`src/hw/rtl/crlt_pkg.sv`:
```
// Package for the client resource lock table.
// Request, response, controller command and status types, plus op and status codes.
// No dependencies.
package crlt_pkg;

  typedef enum logic [2:0] {
    OP_REGISTER = 3'd0,
    OP_POSITION = 3'd1,
    OP_RESERVE  = 3'd2,
    OP_RELEASE  = 3'd3,
    OP_MISSION  = 3'd4,
    OP_SILENT   = 3'd5,
    OP_UNKNOWN  = 3'd6
  } op_e;

  typedef enum logic [3:0] {
    ST_REGISTERED    = 4'd0,
    ST_POS_OK        = 4'd1,
    ST_RESERVED      = 4'd2,
    ST_RELEASED      = 4'd3,
    ST_MISSION       = 4'd4,
    ST_DUP           = 4'd5,
    ST_FULL          = 4'd6,
    ST_UNREG         = 4'd7,
    ST_POS_MISSING   = 4'd8,
    ST_HELD_OTHER    = 4'd9,
    ST_NOT_HOLDER    = 4'd10,
    ST_ALREADY_YOURS = 4'd11,
    ST_BAD           = 4'd12
  } status_e;

  localparam int unsigned AddrW = 48;
  localparam int unsigned PosW  = 32;
  localparam int unsigned ResW  = 16;
  localparam logic [1:0]  PosAll = 2'd3;

  typedef struct packed {
    op_e                     op;
    logic [AddrW-1:0]        client_addr;
    logic [1:0]              pos_count;
    logic signed [PosW-1:0]  pos_x;
    logic signed [PosW-1:0]  pos_y;
    logic signed [PosW-1:0]  pos_z;
    logic                    res_present;
    logic signed [ResW-1:0]  resource_id;
  } req_t;

  typedef struct packed {
    status_e                status;
    logic signed [ResW-1:0] resource_echo;
    logic                   echo_valid;
  } rsp_t;

  // controller -> datapath
  typedef struct packed {
    logic load;
    logic scan_step;
    logic exec;
  } cmd_t;

  // datapath -> controller
  typedef struct packed {
    logic scan_done;
    logic out_busy;
  } sts_t;

endpackage

```
`src/hw/rtl/crlt_if.sv`:
```
// Valid/ready channel interfaces for request and response transfers.
// Depends on crlt_pkg for the payload widths and codes.
interface crlt_req_if
  import crlt_pkg::*;
();
  logic                   valid;
  logic                   ready;
  op_e                    op;
  logic [AddrW-1:0]       client_addr;
  logic [1:0]             pos_count;
  logic signed [PosW-1:0] pos_x;
  logic signed [PosW-1:0] pos_y;
  logic signed [PosW-1:0] pos_z;
  logic                   res_present;
  logic signed [ResW-1:0] resource_id;

  modport source (
    output valid, op, client_addr, pos_count, pos_x, pos_y, pos_z, res_present,
           resource_id,
    input  ready
  );
  modport sink (
    input  valid, op, client_addr, pos_count, pos_x, pos_y, pos_z, res_present,
           resource_id,
    output ready
  );
endinterface

interface crlt_rsp_if
  import crlt_pkg::*;
();
  logic                   valid;
  logic                   ready;
  status_e                status;
  logic signed [ResW-1:0] resource_echo;
  logic                   echo_valid;

  modport source (output valid, status, resource_echo, echo_valid, input ready);
  modport sink (input valid, status, resource_echo, echo_valid, output ready);
endinterface

```
`src/hw/rtl/crlt_ctrl.sv`:
```
// Controller FSM: accept a request, run the client scan, execute, hand to output.
// Depends on crlt_pkg (cmd_t, sts_t).
module crlt_ctrl
  import crlt_pkg::*;
(
  input  logic clk_i,
  input  logic rst_ni,
  input  logic in_valid_i,
  output logic in_ready_o,
  input  sts_t sts_i,
  output cmd_t cmd_o
);

  typedef enum logic [1:0] {
    S_IDLE,
    S_SCAN,
    S_EXEC
  } state_e;

  state_e state_q;
  logic   rdy_q;

  assign in_ready_o = rdy_q;

  always_comb begin
    cmd_o           = '0;
    cmd_o.load      = rdy_q & in_valid_i;
    cmd_o.scan_step = (state_q == S_SCAN);
    cmd_o.exec      = (state_q == S_EXEC) & ~sts_i.out_busy;
  end

  always_ff @(posedge clk_i or negedge rst_ni) begin
    if (!rst_ni) begin
      state_q <= S_IDLE;
      rdy_q   <= 1'b1;
    end else begin
      unique case (state_q)
        S_IDLE: begin
          if (rdy_q && in_valid_i) begin
            state_q <= S_SCAN;
            rdy_q   <= 1'b0;
          end
        end
        S_SCAN: begin
          if (sts_i.scan_done) state_q <= S_EXEC;
        end
        S_EXEC: begin
          // hold while the previous response is still waiting
          if (!sts_i.out_busy) begin
            state_q <= S_IDLE;
            rdy_q   <= 1'b1;
          end
        end
        default: begin
          state_q <= S_IDLE;
          rdy_q   <= 1'b1;
        end
      endcase
    end
  end

endmodule

```
`src/hw/rtl/crlt_dpath.sv`:
```
// Datapath: client address table with sequential scan, position and mission stores,
// resource held bits and owner memory, decision logic and the response register.
// Depends on crlt_pkg.
module crlt_dpath
  import crlt_pkg::*;
#(
  parameter int unsigned MAX_CLIENTS   = 8,
  parameter int unsigned NUM_RESOURCES = 16
) (
  input  logic clk_i,
  input  logic rst_ni,
  input  req_t req_i,
  input  cmd_t cmd_i,
  output sts_t sts_o,
  output logic out_valid_o,
  input  logic out_ready_i,
  output rsp_t rsp_o
);

  localparam int unsigned CW  = (MAX_CLIENTS > 1) ? $clog2(MAX_CLIENTS) : 1;
  localparam int unsigned SIW = $clog2(MAX_CLIENTS + 1);
  localparam int unsigned RW  = (NUM_RESOURCES > 1) ? $clog2(NUM_RESOURCES) : 1;

  // storage
  logic [AddrW-1:0] addr_mem [MAX_CLIENTS];
  logic [PosW-1:0]  posx_mem [MAX_CLIENTS];
  logic [PosW-1:0]  posy_mem [MAX_CLIENTS];
  logic [PosW-1:0]  posz_mem [MAX_CLIENTS];
  logic [CW-1:0]    owner_mem [NUM_RESOURCES];
  logic [MAX_CLIENTS-1:0]   valid_q;
  logic [MAX_CLIENTS-1:0]   mission_q;
  logic [NUM_RESOURCES-1:0] held_q;

  req_t             req_q;
  logic [SIW-1:0]   scan_idx_q;
  logic [CW-1:0]    cmp_idx_q;
  logic             cmp_vld_q;
  logic [AddrW-1:0] addr_rd_q;
  logic [CW-1:0]    owner_rd_q;
  logic             hit_q, free_q;
  logic [CW-1:0]    hit_slot_q, free_slot_q;

  logic             out_vld_q;
  rsp_t             rsp_q;

  logic scan_more;
  assign scan_more = (scan_idx_q < SIW'(MAX_CLIENTS));

  logic [RW-1:0] rid_idx;
  logic          rid_ok;
  assign rid_idx = req_q.resource_id[RW-1:0];
  assign rid_ok  = ~req_q.resource_id[ResW-1] &&
                   (req_q.resource_id < ResW'(NUM_RESOURCES));

  assign sts_o.scan_done = ~scan_more & ~cmp_vld_q;
  assign sts_o.out_busy  = out_vld_q & ~out_ready_i;

  assign out_valid_o = out_vld_q;
  assign rsp_o       = rsp_q;

  // decision
  logic emit;
  rsp_t res;
  logic wr_client, px_we, py_we, pz_we, mission_set, held_set, held_clr;

  always_comb begin
    emit        = 1'b1;
    res         = '{status: ST_BAD, resource_echo: '0, echo_valid: 1'b0};
    wr_client   = 1'b0;
    px_we       = 1'b0;
    py_we       = 1'b0;
    pz_we       = 1'b0;
    mission_set = 1'b0;
    held_set    = 1'b0;
    held_clr    = 1'b0;
    if (req_q.op == OP_REGISTER) begin
      if (hit_q) begin
        res.status = ST_DUP;
      end else if (free_q) begin
        res.status = ST_REGISTERED;
        wr_client  = 1'b1;
      end else begin
        res.status = ST_FULL;
      end
    end else if (!hit_q) begin
      res.status = ST_UNREG;
    end else begin
      case (req_q.op) inside
        OP_POSITION: begin
          px_we      = (req_q.pos_count >= 2'd1);
          py_we      = (req_q.pos_count >= 2'd2);
          pz_we      = (req_q.pos_count == PosAll);
          res.status = (req_q.pos_count == PosAll) ? ST_POS_OK : ST_POS_MISSING;
        end
        OP_RESERVE, OP_RELEASE: begin
          if (req_q.res_present) begin
            res.resource_echo = req_q.resource_id;
            res.echo_valid    = 1'b1;
            if (!rid_ok) begin
              res.status = ST_BAD;
            end else if (req_q.op == OP_RESERVE) begin
              if (held_q[rid_idx]) begin
                res.status = (owner_rd_q == hit_slot_q) ? ST_ALREADY_YOURS
                                                        : ST_HELD_OTHER;
              end else begin
                res.status = ST_RESERVED;
                held_set   = 1'b1;
              end
            end else begin
              if (held_q[rid_idx] && owner_rd_q == hit_slot_q) begin
                res.status = ST_RELEASED;
                held_clr   = 1'b1;
              end else begin
                res.status = ST_NOT_HOLDER;
              end
            end
          end
        end
        OP_MISSION: begin
          res.status  = ST_MISSION;
          mission_set = 1'b1;
        end
        OP_SILENT: emit = 1'b0;
        default:   res.status = ST_BAD;
      endcase
    end
  end

  logic do_exec;
  assign do_exec = cmd_i.exec;

  logic [CW-1:0] wslot;
  assign wslot = wr_client ? free_slot_q : hit_slot_q;

  // request latch, scan pipeline, memory reads
  always_ff @(posedge clk_i) begin
    if (cmd_i.load) req_q <= req_i;
    if (scan_more) addr_rd_q <= addr_mem[scan_idx_q[CW-1:0]];
    cmp_idx_q  <= scan_idx_q[CW-1:0];
    owner_rd_q <= owner_mem[rid_idx];
  end

  always_ff @(posedge clk_i or negedge rst_ni) begin
    if (!rst_ni) begin
      scan_idx_q  <= '0;
      cmp_vld_q   <= 1'b0;
      hit_q       <= 1'b0;
      free_q      <= 1'b0;
      hit_slot_q  <= '0;
      free_slot_q <= '0;
    end else if (cmd_i.load) begin
      scan_idx_q <= '0;
      cmp_vld_q  <= 1'b0;
      hit_q      <= 1'b0;
      free_q     <= 1'b0;
    end else if (cmd_i.scan_step) begin
      cmp_vld_q <= scan_more;
      if (scan_more) scan_idx_q <= scan_idx_q + SIW'(1);
      if (cmp_vld_q) begin
        if (valid_q[cmp_idx_q] && addr_rd_q == req_q.client_addr && !hit_q) begin
          hit_q      <= 1'b1;
          hit_slot_q <= cmp_idx_q;
        end
        // lowest free slot for a register request
        if (!valid_q[cmp_idx_q] && !free_q) begin
          free_q      <= 1'b1;
          free_slot_q <= cmp_idx_q;
        end
      end
    end
  end

  // table writes
  always_ff @(posedge clk_i) begin
    if (do_exec) begin
      if (wr_client) addr_mem[free_slot_q] <= req_q.client_addr;
      if (wr_client || px_we) posx_mem[wslot] <= wr_client ? '0 : req_q.pos_x;
      if (wr_client || py_we) posy_mem[wslot] <= wr_client ? '0 : req_q.pos_y;
      if (wr_client || pz_we) posz_mem[wslot] <= wr_client ? '0 : req_q.pos_z;
      if (held_set) owner_mem[rid_idx] <= hit_slot_q;
      else if (held_clr) owner_mem[rid_idx] <= '0;
    end
  end

  always_ff @(posedge clk_i or negedge rst_ni) begin
    if (!rst_ni) begin
      valid_q   <= '0;
      held_q    <= '0;
      mission_q <= '0;
    end else if (do_exec) begin
      if (wr_client) begin
        valid_q[free_slot_q]   <= 1'b1;
        mission_q[free_slot_q] <= 1'b0;
      end
      if (mission_set) mission_q[hit_slot_q] <= 1'b1;
      if (held_set) held_q[rid_idx] <= 1'b1;
      else if (held_clr) held_q[rid_idx] <= 1'b0;
    end
  end

  // response register
  always_ff @(posedge clk_i or negedge rst_ni) begin
    if (!rst_ni) begin
      out_vld_q <= 1'b0;
    end else if (do_exec && emit) begin
      out_vld_q <= 1'b1;
    end else if (out_ready_i) begin
      out_vld_q <= 1'b0;
    end
  end

  always_ff @(posedge clk_i) begin
    if (do_exec && emit) rsp_q <= res;
  end

endmodule

```
`src/hw/rtl/client_resource_lock_table_unit.sv`:
```
// Client resource lock table: a semaphore table for registered clients.
// Request channel (req_i): op, sender address, position fields, resource id.
// Response channel (rsp_o): status, echoed resource id and its valid flag.
// Both channels transfer on a clock edge with valid and ready high.
// Each request scans the client address table one entry per cycle out of a
// single-port memory. Ready drops at the request transfer and returns once the
// scan and the execute step are done, so a new request is taken only after the
// last one has executed.
// The response register is loaded at the same edge at which ready returns.
// A silent ack from a registered client gives no response.
// A waiting response does not block the next request; only the execute step of
// the following request holds until the response register has been taken.
// Reset clears the client valid bits and the resource held bits; nothing else
// needs clearing, so the block is ready right after reset.
// Depends on crlt_pkg, crlt_if, crlt_ctrl, crlt_dpath.
module client_resource_lock_table_unit
  import crlt_pkg::*;
#(
  parameter int unsigned MAX_CLIENTS   = 8,
  parameter int unsigned NUM_RESOURCES = 16
) (
  input logic        clk_i,
  input logic        rst_ni,
  crlt_req_if.sink   req_i,
  crlt_rsp_if.source rsp_o
);

  cmd_t cmd;
  sts_t sts;
  req_t req;
  rsp_t rsp;

  assign req = '{
    op:          req_i.op,
    client_addr: req_i.client_addr,
    pos_count:   req_i.pos_count,
    pos_x:       req_i.pos_x,
    pos_y:       req_i.pos_y,
    pos_z:       req_i.pos_z,
    res_present: req_i.res_present,
    resource_id: req_i.resource_id
  };

  crlt_ctrl u_ctrl (
    .clk_i      (clk_i),
    .rst_ni     (rst_ni),
    .in_valid_i (req_i.valid),
    .in_ready_o (req_i.ready),
    .sts_i      (sts),
    .cmd_o      (cmd)
  );

  crlt_dpath #(
    .MAX_CLIENTS   (MAX_CLIENTS),
    .NUM_RESOURCES (NUM_RESOURCES)
  ) u_dpath (
    .clk_i       (clk_i),
    .rst_ni      (rst_ni),
    .req_i       (req),
    .cmd_i       (cmd),
    .sts_o       (sts),
    .out_valid_o (rsp_o.valid),
    .out_ready_i (rsp_o.ready),
    .rsp_o       (rsp)
  );

  assign rsp_o.status        = rsp.status;
  assign rsp_o.resource_echo = rsp.resource_echo;
  assign rsp_o.echo_valid    = rsp.echo_valid;

endmodule

```
`src/flat_wrapper.sv`:
```
// flat-port wrapper written by rule: the top's interface ports become plain ports
module client_resource_lock_table_unit_flat import crlt_pkg::*;
#(
  parameter int unsigned MAX_CLIENTS   = 8,
  parameter int unsigned NUM_RESOURCES = 16
)
  (clk_i, rst_ni, req_i_valid, req_i_op, req_i_client_addr, req_i_pos_count, req_i_pos_x, req_i_pos_y, req_i_pos_z, req_i_res_present, req_i_resource_id, req_i_ready, rsp_o_valid, rsp_o_status, rsp_o_resource_echo, rsp_o_echo_valid, rsp_o_ready);
  crlt_req_if req_i_i ();
  crlt_rsp_if rsp_o_i ();
  input logic clk_i;
  input logic rst_ni;
  input wire logic [$bits(req_i_i.valid)-1:0] req_i_valid;
  input wire logic [$bits(req_i_i.op)-1:0] req_i_op;
  input wire logic [$bits(req_i_i.client_addr)-1:0] req_i_client_addr;
  input wire logic [$bits(req_i_i.pos_count)-1:0] req_i_pos_count;
  input wire logic [$bits(req_i_i.pos_x)-1:0] req_i_pos_x;
  input wire logic [$bits(req_i_i.pos_y)-1:0] req_i_pos_y;
  input wire logic [$bits(req_i_i.pos_z)-1:0] req_i_pos_z;
  input wire logic [$bits(req_i_i.res_present)-1:0] req_i_res_present;
  input wire logic [$bits(req_i_i.resource_id)-1:0] req_i_resource_id;
  output wire logic [$bits(req_i_i.ready)-1:0] req_i_ready;
  output wire logic [$bits(rsp_o_i.valid)-1:0] rsp_o_valid;
  output wire logic [$bits(rsp_o_i.status)-1:0] rsp_o_status;
  output wire logic [$bits(rsp_o_i.resource_echo)-1:0] rsp_o_resource_echo;
  output wire logic [$bits(rsp_o_i.echo_valid)-1:0] rsp_o_echo_valid;
  input wire logic [$bits(rsp_o_i.ready)-1:0] rsp_o_ready;
  assign req_i_i.valid = req_i_valid;
  assign req_i_i.op = req_i_op;
  assign req_i_i.client_addr = req_i_client_addr;
  assign req_i_i.pos_count = req_i_pos_count;
  assign req_i_i.pos_x = req_i_pos_x;
  assign req_i_i.pos_y = req_i_pos_y;
  assign req_i_i.pos_z = req_i_pos_z;
  assign req_i_i.res_present = req_i_res_present;
  assign req_i_i.resource_id = req_i_resource_id;
  assign req_i_ready = req_i_i.ready;
  assign rsp_o_valid = rsp_o_i.valid;
  assign rsp_o_status = rsp_o_i.status;
  assign rsp_o_resource_echo = rsp_o_i.resource_echo;
  assign rsp_o_echo_valid = rsp_o_i.echo_valid;
  assign rsp_o_i.ready = rsp_o_ready;
  client_resource_lock_table_unit #(.MAX_CLIENTS(MAX_CLIENTS), .NUM_RESOURCES(NUM_RESOURCES)) u_core (.clk_i(clk_i), .rst_ni(rst_ni), .req_i(req_i_i), .rsp_o(rsp_o_i));
endmodule
```
`config.mk`:
```
export PLATFORM = sky130hd
export DESIGN_NAME = client_resource_lock_table_unit_flat
export DESIGN_NICKNAME = d
export VERILOG_FILES = /design/src/hw/rtl/crlt_pkg.sv /design/src/hw/rtl/crlt_if.sv /design/src/hw/rtl/crlt_ctrl.sv /design/src/hw/rtl/crlt_dpath.sv /design/src/hw/rtl/client_resource_lock_table_unit.sv /design/src/flat_wrapper.sv
export SDC_FILE = /design/constraint.sdc
export NUM_CORES = 1
export LEC_CHECK = 0
export ABC_AREA = 1
export BUFFER_PORTS_ARGS = -buffer_cell sky130_fd_sc_hd__buf_2
export CORE_MARGIN = 8
export CORE_UTILIZATION = 50
export CTS_CLUSTER_SIZE = 24
export DETAILED_ROUTE_END_ITERATION = 8
export PLACE_DENSITY = 0.68
export SETUP_SLACK_MARGIN = 0.1
export SLEW_MARGIN = 20
export SYNTH_ARGS = -nofsm -noshare
export SYNTH_HDL_FRONTEND = slang
export SYNTH_SLANG_ARGS = --single-unit
```
`constraint.sdc`:
```
create_clock -name clk_i -period 4.4 [get_ports clk_i]
set_clock_uncertainty 0.1 [all_clocks]
set_input_delay 0.44 -clock clk_i [delete_from_list [all_inputs] [get_ports clk_i]]
set_output_delay 0.44 -clock clk_i [all_outputs]
set_load 0.05 [all_outputs]
```
==> results by stage, run 1 <==
Run status:
- The run finished with clean final reports.

Hold path:
- The class of the worst hold path is input pin to flop.

Synthesis:
- Of the synthesized area, sequential elements account for 0.757.
- The cell count after synthesis is between 1500 and 2000.
- By area, the combinational part of the netlist is dominated by simple AND/OR/NAND/NOR gates.
- The post-synthesis simple-gate area fraction is 0.116.
- Of the total synthesized cell area, the portion taken by full adders, half adders and majority gates is 0.000518.
- The synthesis warning total is 0.
- The synthesized area divided by synthesized cell count is 12.9 um^2.
- Summed over all instances, the cell type with the most area after synthesis is sky130_fd_sc_hd__edfxtp_1.
- The area fraction of the dominant cell type after synthesis is 0.710.
- The synthesized design contains a little over 600 register bits.
- The multiplexer fraction of the synthesized cell area is 0.
- Counting distinct cell types in the post-synthesis netlist gives 40.
- The share of the synthesized area in compound gates (AO/OA/AOI/OAI) came to 0.0851.
- The area of the mapped netlist is ~24000 um^2.
- In the post-synthesis netlist, the biggest area contributors are sky130_fd_sc_hd__edfxtp_1 71%, sky130_fd_sc_hd__nor2_1 6.1%, sky130_fd_sc_hd__o21ai_0 4.7%, sky130_fd_sc_hd__dfrtp_1 4.1%, sky130_fd_sc_hd__nand2_1 2.8%.
- The number of nets in the synthesized netlist is around 2000.
- Of the total synthesized cell area, the portion taken by XOR and XNOR cells is 0.00689.

Global route:
- After global routing the overflow that remains totals 0.
- The global-route wire length before repair is 83300 um.
- The via count of the first global-routing pass is around 15000.
- The total global routing track utilization is 0.189.
- Entering global routing, the biggest net connects between 150 and 200 pins.
- The number of antenna violations at the first check in global routing is 0.

Clock network:
- The clock reaches the later pin of the worst-skew pair after about 0.62 ns.
- The clock tree synthesis step divided the H-tree into 2 levels.
- The tree built by TritonCTS fans out to between 600 and 700 sinks.
- The post-CTS setup repair buffer count is 0.
- The number of clock buffers added by TritonCTS is 61.
- The number of buffers inserted by hold repair at cts is a little over 70.
- The CTS tree is built.
- The maximum buffer depth of the clock tree is 3.
- The root buffer cell is sky130_fd_sc_hd__clkbuf_16.
- After clock tree synthesis, the clock-pin slew on the worst setup and hold paths is around 0.060 ns.
- Post-CTS repair changed the size of 0 cells.

Timing:
- Summed over all failing endpoints, the final setup total negative slack is 0 ns.
- The share of the clock period used by the worst path is 0.708.
- The total of endpoints with negative setup slack in the final report is 0.
- The count of final max-slew check failures is 0.
- Static timing analysis puts the maximum clock frequency at around 0.32 GHz.
- Setup repair after global routing left no endpoint under its margin.
- Counting I/O delays and the setup requirement, the final critical path takes ~3.1 ns.
- The normalized max-slew margin is 0.325.
- The transition time at the pin with the least slew margin is ~1.0 ns.
- The slack of the critical path is ~1.3 ns.
- The number of hold violations in the final report is 0.

Floorplan:
- The core footprint is 47700 um^2.
- The floorplan step defined a die boundary enclosing roughly 56000 um^2.
- The effective utilization at floorplan is 0.506.
- From left edge to right edge, the die measures approximately 240 um.
- The number of standard-cell rows in the floorplan is 80.
- The floorplan step set the die height to between 200 and 250 um.
- just under 200 I/O pins were placed.

Placement:
- The port buffer count is 96.
- The post-detailed-placement half-perimeter wirelength is around 30000 um.
- Before CTS, the worst setup slack after placement is 1.23 ns.
- Routability-driven placement finished with a final weighted congestion of 0.802.

Power:
- The static leakage power is between 0.01 and 0.015 uW.
- The power density over the cells is between 500 and 600 nW/um^2.
- The maximum vdd ir drop is about 0.00043 V.

Route:
- The average wire per cell in the routed design is 19.7 um.
- In the routed layout, each cell is associated on average with a via count of 5.51.
- Detailed routing inserted a total of between 10000 and 15000 vias.
- The routed design has around 53000 um of wire.
- The count of routing violations after the opening detailed-route iteration is approximately 1400.
- The antenna violation net count after detailed routing is 0.
- The first detailed-routing pass ran for 5 iterations.
- The DRC violations left is 0.

Finish:
- The final-layout fill cell count is between 3000 and 4000.
- The library cell used most frequently in the layout, excluding fill and tap cells, is sky130_fd_sc_hd__edfxtp_1.
- From synthesis to final layout, the design area changed by 16.2%.
- In the final layout, the share of cells above drive strength 1 is 0.133.
- The net count of the finished layout is between 2000 and 2500.
- The count of inserted antenna diode cells is 0.
- The top cell types in the final layout, fill and taps aside, are 571 x sky130_fd_sc_hd__edfxtp_1, 385 x sky130_fd_sc_hd__nor2_1, 227 x sky130_fd_sc_hd__o21ai_0.

Worst setup path:
- In this run the worst path has a maximum fanout of 15.
- The category of the worst setup path launch point is a flop.
- STA puts the critical path data required time at 4.60 ns.
- The worst setup path category is flop to flop.
- STA puts the critical path data arrival time at 3.32 ns.
- STA classifies the critical path endpoint as a flop.
- The slack of the worst reg-to-reg path is 1.28 ns.

Flow run:
- Max-cap violations in this run came to 0.
[state kept, by name, summed over array words and instances (netlist names), 2 cells and up, named ones only]
register and cells:
u_core.u_dpath.scan_idx_q 4, u_core.u_dpath.addr_rd_q 48, u_core.u_dpath.free_slot_q 3, u_core.u_dpath.req_q 70, u_core.u_dpath.hit_slot_q 3, u_core.u_dpath.rsp_o 21, u_core.u_dpath.cmp_idx_q 3, u_core.u_dpath.owner_mem 48
u_core.u_dpath.owner_rd_q 3, u_core.u_dpath.valid_q 8, u_core.u_dpath.addr_mem 384, u_core.u_ctrl.state_q 2
[cell families (layout without fill, tap and decap cells)]
kind of cell,after synthesis,in the layout
simple gates,667,667
buf+inv,202,418
flops,618,618
xor+xnor,19,19
compound gates,371,371
fa+ha+maj,1,1
[metrics by stage]
stage               total power (uW)   util  cells  instance area (um^2)  hold WS, ns
CTS                            15900  0.588   2709                 28100       0.0141
detailed placement             10600  0.531   2524                 25300        0.338
finish                         15800  0.588   2709                 28100       0.0471
global route                   16500  0.588   2709                 28100       0.0537
global placement               10500  0.531   2524                 25300        0.322
floorplan                       9660      -   1878                 24200       0.0444
[synthesized netlist by cell type, drive strengths merged]
| cell type | count |
|---|---|
| nor2 | 398 |
| dfxtp | 6 |
| clkinv | 1 |
| dfrtp | 40 |
| dfstp | 1 |
| or2 | 10 |
| nand2 | 189 |
| xor2 | 4 |
| nor4 | 2 |
| a211oi | 1 |
| nand3 | 31 |
| o22ai | 54 |
| xnor2 | 15 |
| edfxtp | 571 |
| nand4 | 26 |
| buf | 37 |
| nor3 | 10 |
| clkbuf | 55 |
| o41ai | 1 |
| o211ai | 1 |
| o21ai | 227 |
| ha | 1 |
| o31ai | 1 |
| inv | 109 |
| nand3b | 1 |
| a21oi | 14 |
| a31oi | 48 |
| a22oi | 24 |
[power by group]
group	switching (uW)	internal (uW)
Combinational	2100	926
Clock	2180	3030
Sequential	402	7140
[critical path, stage by stage, from the launching register on]
cell	delay (ns)
sky130_fd_sc_hd__edfxtp_1	0.44
sky130_fd_sc_hd__inv_2	0.10
sky130_fd_sc_hd__nand2_1	0.08
sky130_fd_sc_hd__nor2_1	0.16
sky130_fd_sc_hd__inv_1	0.10
sky130_fd_sc_hd__nor4_1	0.41
sky130_fd_sc_hd__nand2_1	0.37
sky130_fd_sc_hd__nor2_4	0.63
sky130_fd_sc_hd__buf_4	0.39
[metal layers]
metal  wire length (um)  vias up  track usage
li1                   -     7032            -
met1              23100     7300        0.250
met2              25500      498        0.315
met3               3260       94       0.0324
met4               1480        0       0.0657
met5                  0        -            0
[worst paths after layout]
check | cells past startpoint | start | to
max in group asynchronous | 2 | rst_ni | u_core.u_dpath.scan_idx_q[0]$_DFFE_PN0P_
min in group asynchronous | 2 | rst_ni | u_core.u_dpath.out_valid_o$_DFFE_PN0P_
max | 8 | u_core.u_dpath.req_q[164]$_DFFE_PP_ | u_core.u_dpath.addr_mem[3][22]$_DFFE_PP_
min | 4 | rsp_o_ready | u_core.u_dpath.out_valid_o$_DFFE_PN0P_
max reg2reg | 8 | u_core.u_dpath.req_q[164]$_DFFE_PP_ | u_core.u_dpath.addr_mem[3][22]$_DFFE_PP_
min reg2reg | 0 | u_core.u_dpath.scan_idx_q[2]$_DFFE_PN0P_ | u_core.u_dpath.cmp_idx_q[2]$_DFF_P_
[area by class of cell]
cell class	instances	area, um^2	area share
repair buffers	195	1480	0.0527
flip-flops and latches	618	18300	0.652
multi-input cells	1058	5090	0.182
clock buffers	71	1580	0.0564
well taps	615	769	0.0274
clock inverters	42	417	0.0148
inverters	110	419	0.0149
No activity file was read; power rests on OpenSTA's default activity.
==> run 2: changes to the inputs <==
--- a/config.mk
+++ b/config.mk
@@ -5,7 +5,7 @@
 export SDC_FILE = /design/constraint.sdc
 export NUM_CORES = 1
 export LEC_CHECK = 0
-export ABC_AREA = 1
+export ABC_AREA = 0
 export BUFFER_PORTS_ARGS = -buffer_cell sky130_fd_sc_hd__buf_2
 export CORE_MARGIN = 8
 export CORE_UTILIZATION = 50
==> constraint.sdc (replaced) <==
create_clock -name clk_i -period 3.25 [get_ports clk_i]
set_clock_uncertainty 0.1 [all_clocks]
set_input_delay 0.325 -clock clk_i [delete_from_list [all_inputs] [get_ports clk_i]]
set_output_delay 0.325 -clock clk_i [all_outputs]
set_load 0.05 [all_outputs]
==> run 2 against run 1 <==
Net effect:
- clock power up 26%
- via count fell by 21%
- final cell count fell by 24%
- highest routed layer unchanged
==> results by stage, run 2 <==
Run status:
- The run finished with clean final reports.

Worst setup path:
- The worst setup path category is flop to flop.
- The endpoint arrival time on the critical path is 3.39 ns.
- The worst setup path is launched from a flop.
- Of all nets on the critical path, the largest fanout is 5.
- The worst setup path is captured at a flop.
- The slack of the worst reg-to-reg path is between 0.2 and 0.25 ns.
- The critical path data required time is approximately 3.6 ns.

Route:
- The average wire per cell in the routed design is about 23 um.
- The total wire length after detailed routing is ~48000 um.
- The number of optimization iterations in the first detailed-route pass is 5.
- Once detail routing completed, the nets flagged for antenna violations numbered 0.
- In this run, the number of DRC markers left after iteration 0 of detailed routing was between 900 and 1000.
- The per-cell via count in the routed design is ~5.7.
- The final route contains 11800 vias.
- The DRC violations left is 0.

Finish:
- Across the whole layout, storage elements account for around 18000 um^2.
- In the layout the commonest cells are 571 x sky130_fd_sc_hd__edfxtp_1, 114 x sky130_fd_sc_hd__mux4_2, 96 x sky130_fd_sc_hd__buf_2.
- The proportion of layout cells with a drive suffix above 1 is 0.276.
- The net count of the finished layout is 1563.
- Summing all multi-input logic gate instances after layout gives between 5000 and 6000 um^2.
- The final-layout fill cell count is around 3400.
- Leaving out fill and tap cells, the most frequent cell in the layout is sky130_fd_sc_hd__edfxtp_1.
- From synthesis to final layout, the design area changed by 17.6%.
- The flip-flop count of the largest register, all copies and words added is around 380.
- The number of antenna diodes in the final layout is 0.
- The register containing the most flip-flops in the final layout is u_core.u_dpath.addr_mem.
- After the flow finishes, the layout carries non-filler instances totaling slightly above 2000.
- Measured on the finished design, the core utilization comes to 0.591.
- The largest registers in the layout are u_core.u_dpath.addr_mem x384, u_core.u_dpath.req_q x70.

Synthesis:
- The predominant post-synthesis flop cell is sky130_fd_sc_hd__edfxtp_1.
- By area the synthesized netlist is led by sky130_fd_sc_hd__edfxtp_1 72%, sky130_fd_sc_hd__mux4_2 11%, sky130_fd_sc_hd__dfrtp_1 4.2%, sky130_fd_sc_hd__mux2_2 2.3%, sky130_fd_sc_hd__xnor2_1 1.3%.
- By instance count, the leading cell after synthesis is sky130_fd_sc_hd__edfxtp_1.
- The mapped netlist covers around 24000 um^2.
- Summed over all instances, the cell type with the most area after synthesis is sky130_fd_sc_hd__edfxtp_1.
- The commonest cells after synthesis are 571 x sky130_fd_sc_hd__edfxtp_1, 114 x sky130_fd_sc_hd__mux4_2, 49 x sky130_fd_sc_hd__mux2_2.
- The post-synthesis simple-gate area fraction is 0.0441.
- The number of nets produced by synthesis is ~1400.
- The share of synthesized area in the top cell type comes to 0.719.
- Counting flops and latches in the post-synthesis netlist gives roughly 620.
- Counting flops with an async set or reset pin after synthesis yields a share of 0.0663.
- The average instance in the mapped netlist occupies around 20 um^2.
- The count of flip-flops with a built-in enable after synthesis is roughly 570.
- The synthesis warning total is 0.
- The share of the synthesized area in compound gates (AO/OA/AOI/OAI) is 0.0231.
- The area share of xor/xnor cells in the synthesized design is 0.0162.
- For this run, the register share of the synthesized area comes to 0.767.
- The number of library cell types mapped by synthesis is 54.
- Of the post-synthesis cell area, the part taken by muxes is 0.138.
- The arithmetic-cell share of the synthesized area counting full adders, half adders and majority gates is 0.000525.
- By area, the combinational part of the netlist is dominated by multiplexers.
- The cell count after synthesis is about 1200.

Global route:
- The number of antenna violations at the first check in global routing came to 1.
- The via count of the first global-routing pass is between 10000 and 15000.
- The total global routing track utilization is 0.178.
- The total congestion overflow is 0.
- The maximum number of pins on one net before global-route repair is 51.
- The first global-routing pass estimated 73500 um of wire.

Flow run:
- Max-cap violations in this run came to 0.

Timing:
- The share of the clock period used by the worst path is 0.927.
- Timing would allow up to 0.332 GHz.
- The total of endpoints with negative setup slack in the final report is 0.
- The worst hold slack across all endpoints is just under 0.1 ns.
- The number of hold violations in the final report is 0.
- The transition time at the pin with the least slew margin is about 0.93 ns.
- The count of final max-slew check failures is 0.
- The clock period minus worst slack is roughly 3 ns.
- The total negative slack for setup checks is 0 ns.
- Setup repair after global routing left no endpoint under its margin.
- The normalized max-slew margin is 0.378.

Clock network:
- The maximum buffer depth of the clock tree is 3.
- Clock-pin slew was measured on the worst setup and hold paths at around 0.060 ns.
- TritonCTS built the clock tree.
- The later-pin clock latency in the skew report is between 0.6 and 0.7 ns.
- The sink count of the clock tree is 618.
- CTS placed an instance of sky130_fd_sc_hd__clkbuf_16 at the clock tree root.
- The number of gates resized after CTS was 0.
- The total clock buffers created by CTS is 61.
- The maximum level of the CTS H-tree is 2.

Floorplan:
- The die covers about 55000 um^2.
- For this design the top-level I/O count stands at around 190.
- The chip width is ~230 um.
- The effective utilization at floorplan is 0.502.
- The core footprint is approximately 47000 um^2.
- The number of standard-cell rows in the floorplan is 80.
- The die is between 200 and 250 um tall.

Power:
- Summed over all cells, the static leakage comes to 0.00915 uW.
- The worst-case IR drop observed on VDD is ~0.0005 V.
- Dividing total power by cell area gives a power density of 744 nW/um^2.

Placement:
- Summed over all nets, the half-perimeter wirelength after detailed placement is about 27000 um.
- The routability-driven placement congestion ratio is ~0.8.
- Including well taps, the total number of placed cells is ~1900.
- The port buffer count is 96.

Hold path:
- The class of the worst hold path is input pin to flop.
-- run 2: power breakdown --
group          switching [uW]  leakage [uW]  internal [uW]  total [uW]
logic                    1860       0.00263           2080        3940
registers                 730       0.00562           9650       10400
clock network            2840      0.000904           3700        6540
total                    5430       0.00915          15400       20900
-- run 2: cells by family (layout without fill, tap and decap cells) --
kind of cell,Yosys count,count (layout)
AOI/OAI and AO/OA,82,82
xor gates and xnor gates,44,44
adders and majority gates,1,1
buffers and inverters,67,329
DFF,618,618
muxes,179,179
and+or+nand+nor,188,188
-- run 2: worst paths after layout --
kind / from / to / depth (start not counted)
max: u_core.u_dpath.req_q[7]$_DFFE_PP_ / flop / 6
min: rsp_o_ready / u_core.u_dpath.out_valid_o$_DFFE_PN0P_ / 3
max reg2reg: u_core.u_dpath.req_q[7]$_DFFE_PP_ / flop / 6
min reg2reg: u_core.u_dpath.scan_idx_q[2]$_DFFE_PN0P_ / u_core.u_dpath.cmp_idx_q[2]$_DFF_P_ / 0
max in group asynchronous: rst_ni / u_core.u_dpath.scan_idx_q[0]$_DFFE_PN0P_ / 2
min in group asynchronous: rst_ni / u_core.u_dpath.hit_q$_DFFE_PN0P_ / 2
-- run 2: layout make-up --
class / instances / share of cell area
Clock inverter: 29 / 0.00759
Sequential cell: 618 / 0.653
Inverter: 12 / 0.00170
Multi-Input combinational cell: 494 / 0.191
Timing Repair Buffer: 205 / 0.0599
Clock buffer: 83 / 0.0589
Tap cell: 615 / 0.0275
-- run 2: stage by stage --
stage	total power [uW]	setup WS [ns]	cell area, um^2
2_1_floorplan	13200	-0.700	23800
3_3_place_gp	14400	0.354	25400
3_5_place_dp	14500	0.306	25400
4_1_cts	21100	0.265	28000
5_1_grt	21700	0.134	28000
6_report	20900	0.236	28000
-- run 2: critical path: stages, from the launching register on --
cell	delay, ns
sky130_fd_sc_hd__edfxtp_1	0.39
sky130_fd_sc_hd__nor4_1	0.44
sky130_fd_sc_hd__nand4_1	0.34
sky130_fd_sc_hd__or4b_1	0.56
sky130_fd_sc_hd__o22a_1	0.28
sky130_fd_sc_hd__or4b_4	0.57
sky130_fd_sc_hd__a21o_1	0.20
-- run 2: what timing repair did --
item                                   4_1_cts  5_1_grt
hold buffers                                72        0
buffers inserted                             0        0
endpoints found under the hold margin      111        0
setup endpoints to repair                    0        0
-- run 2: per-layer routing --
metal	track usage	routed length [um]
met4	0.0526	977
met5	0	0
met2	0.296	23800
met1	0.244	21200
met3	0.0256	2270
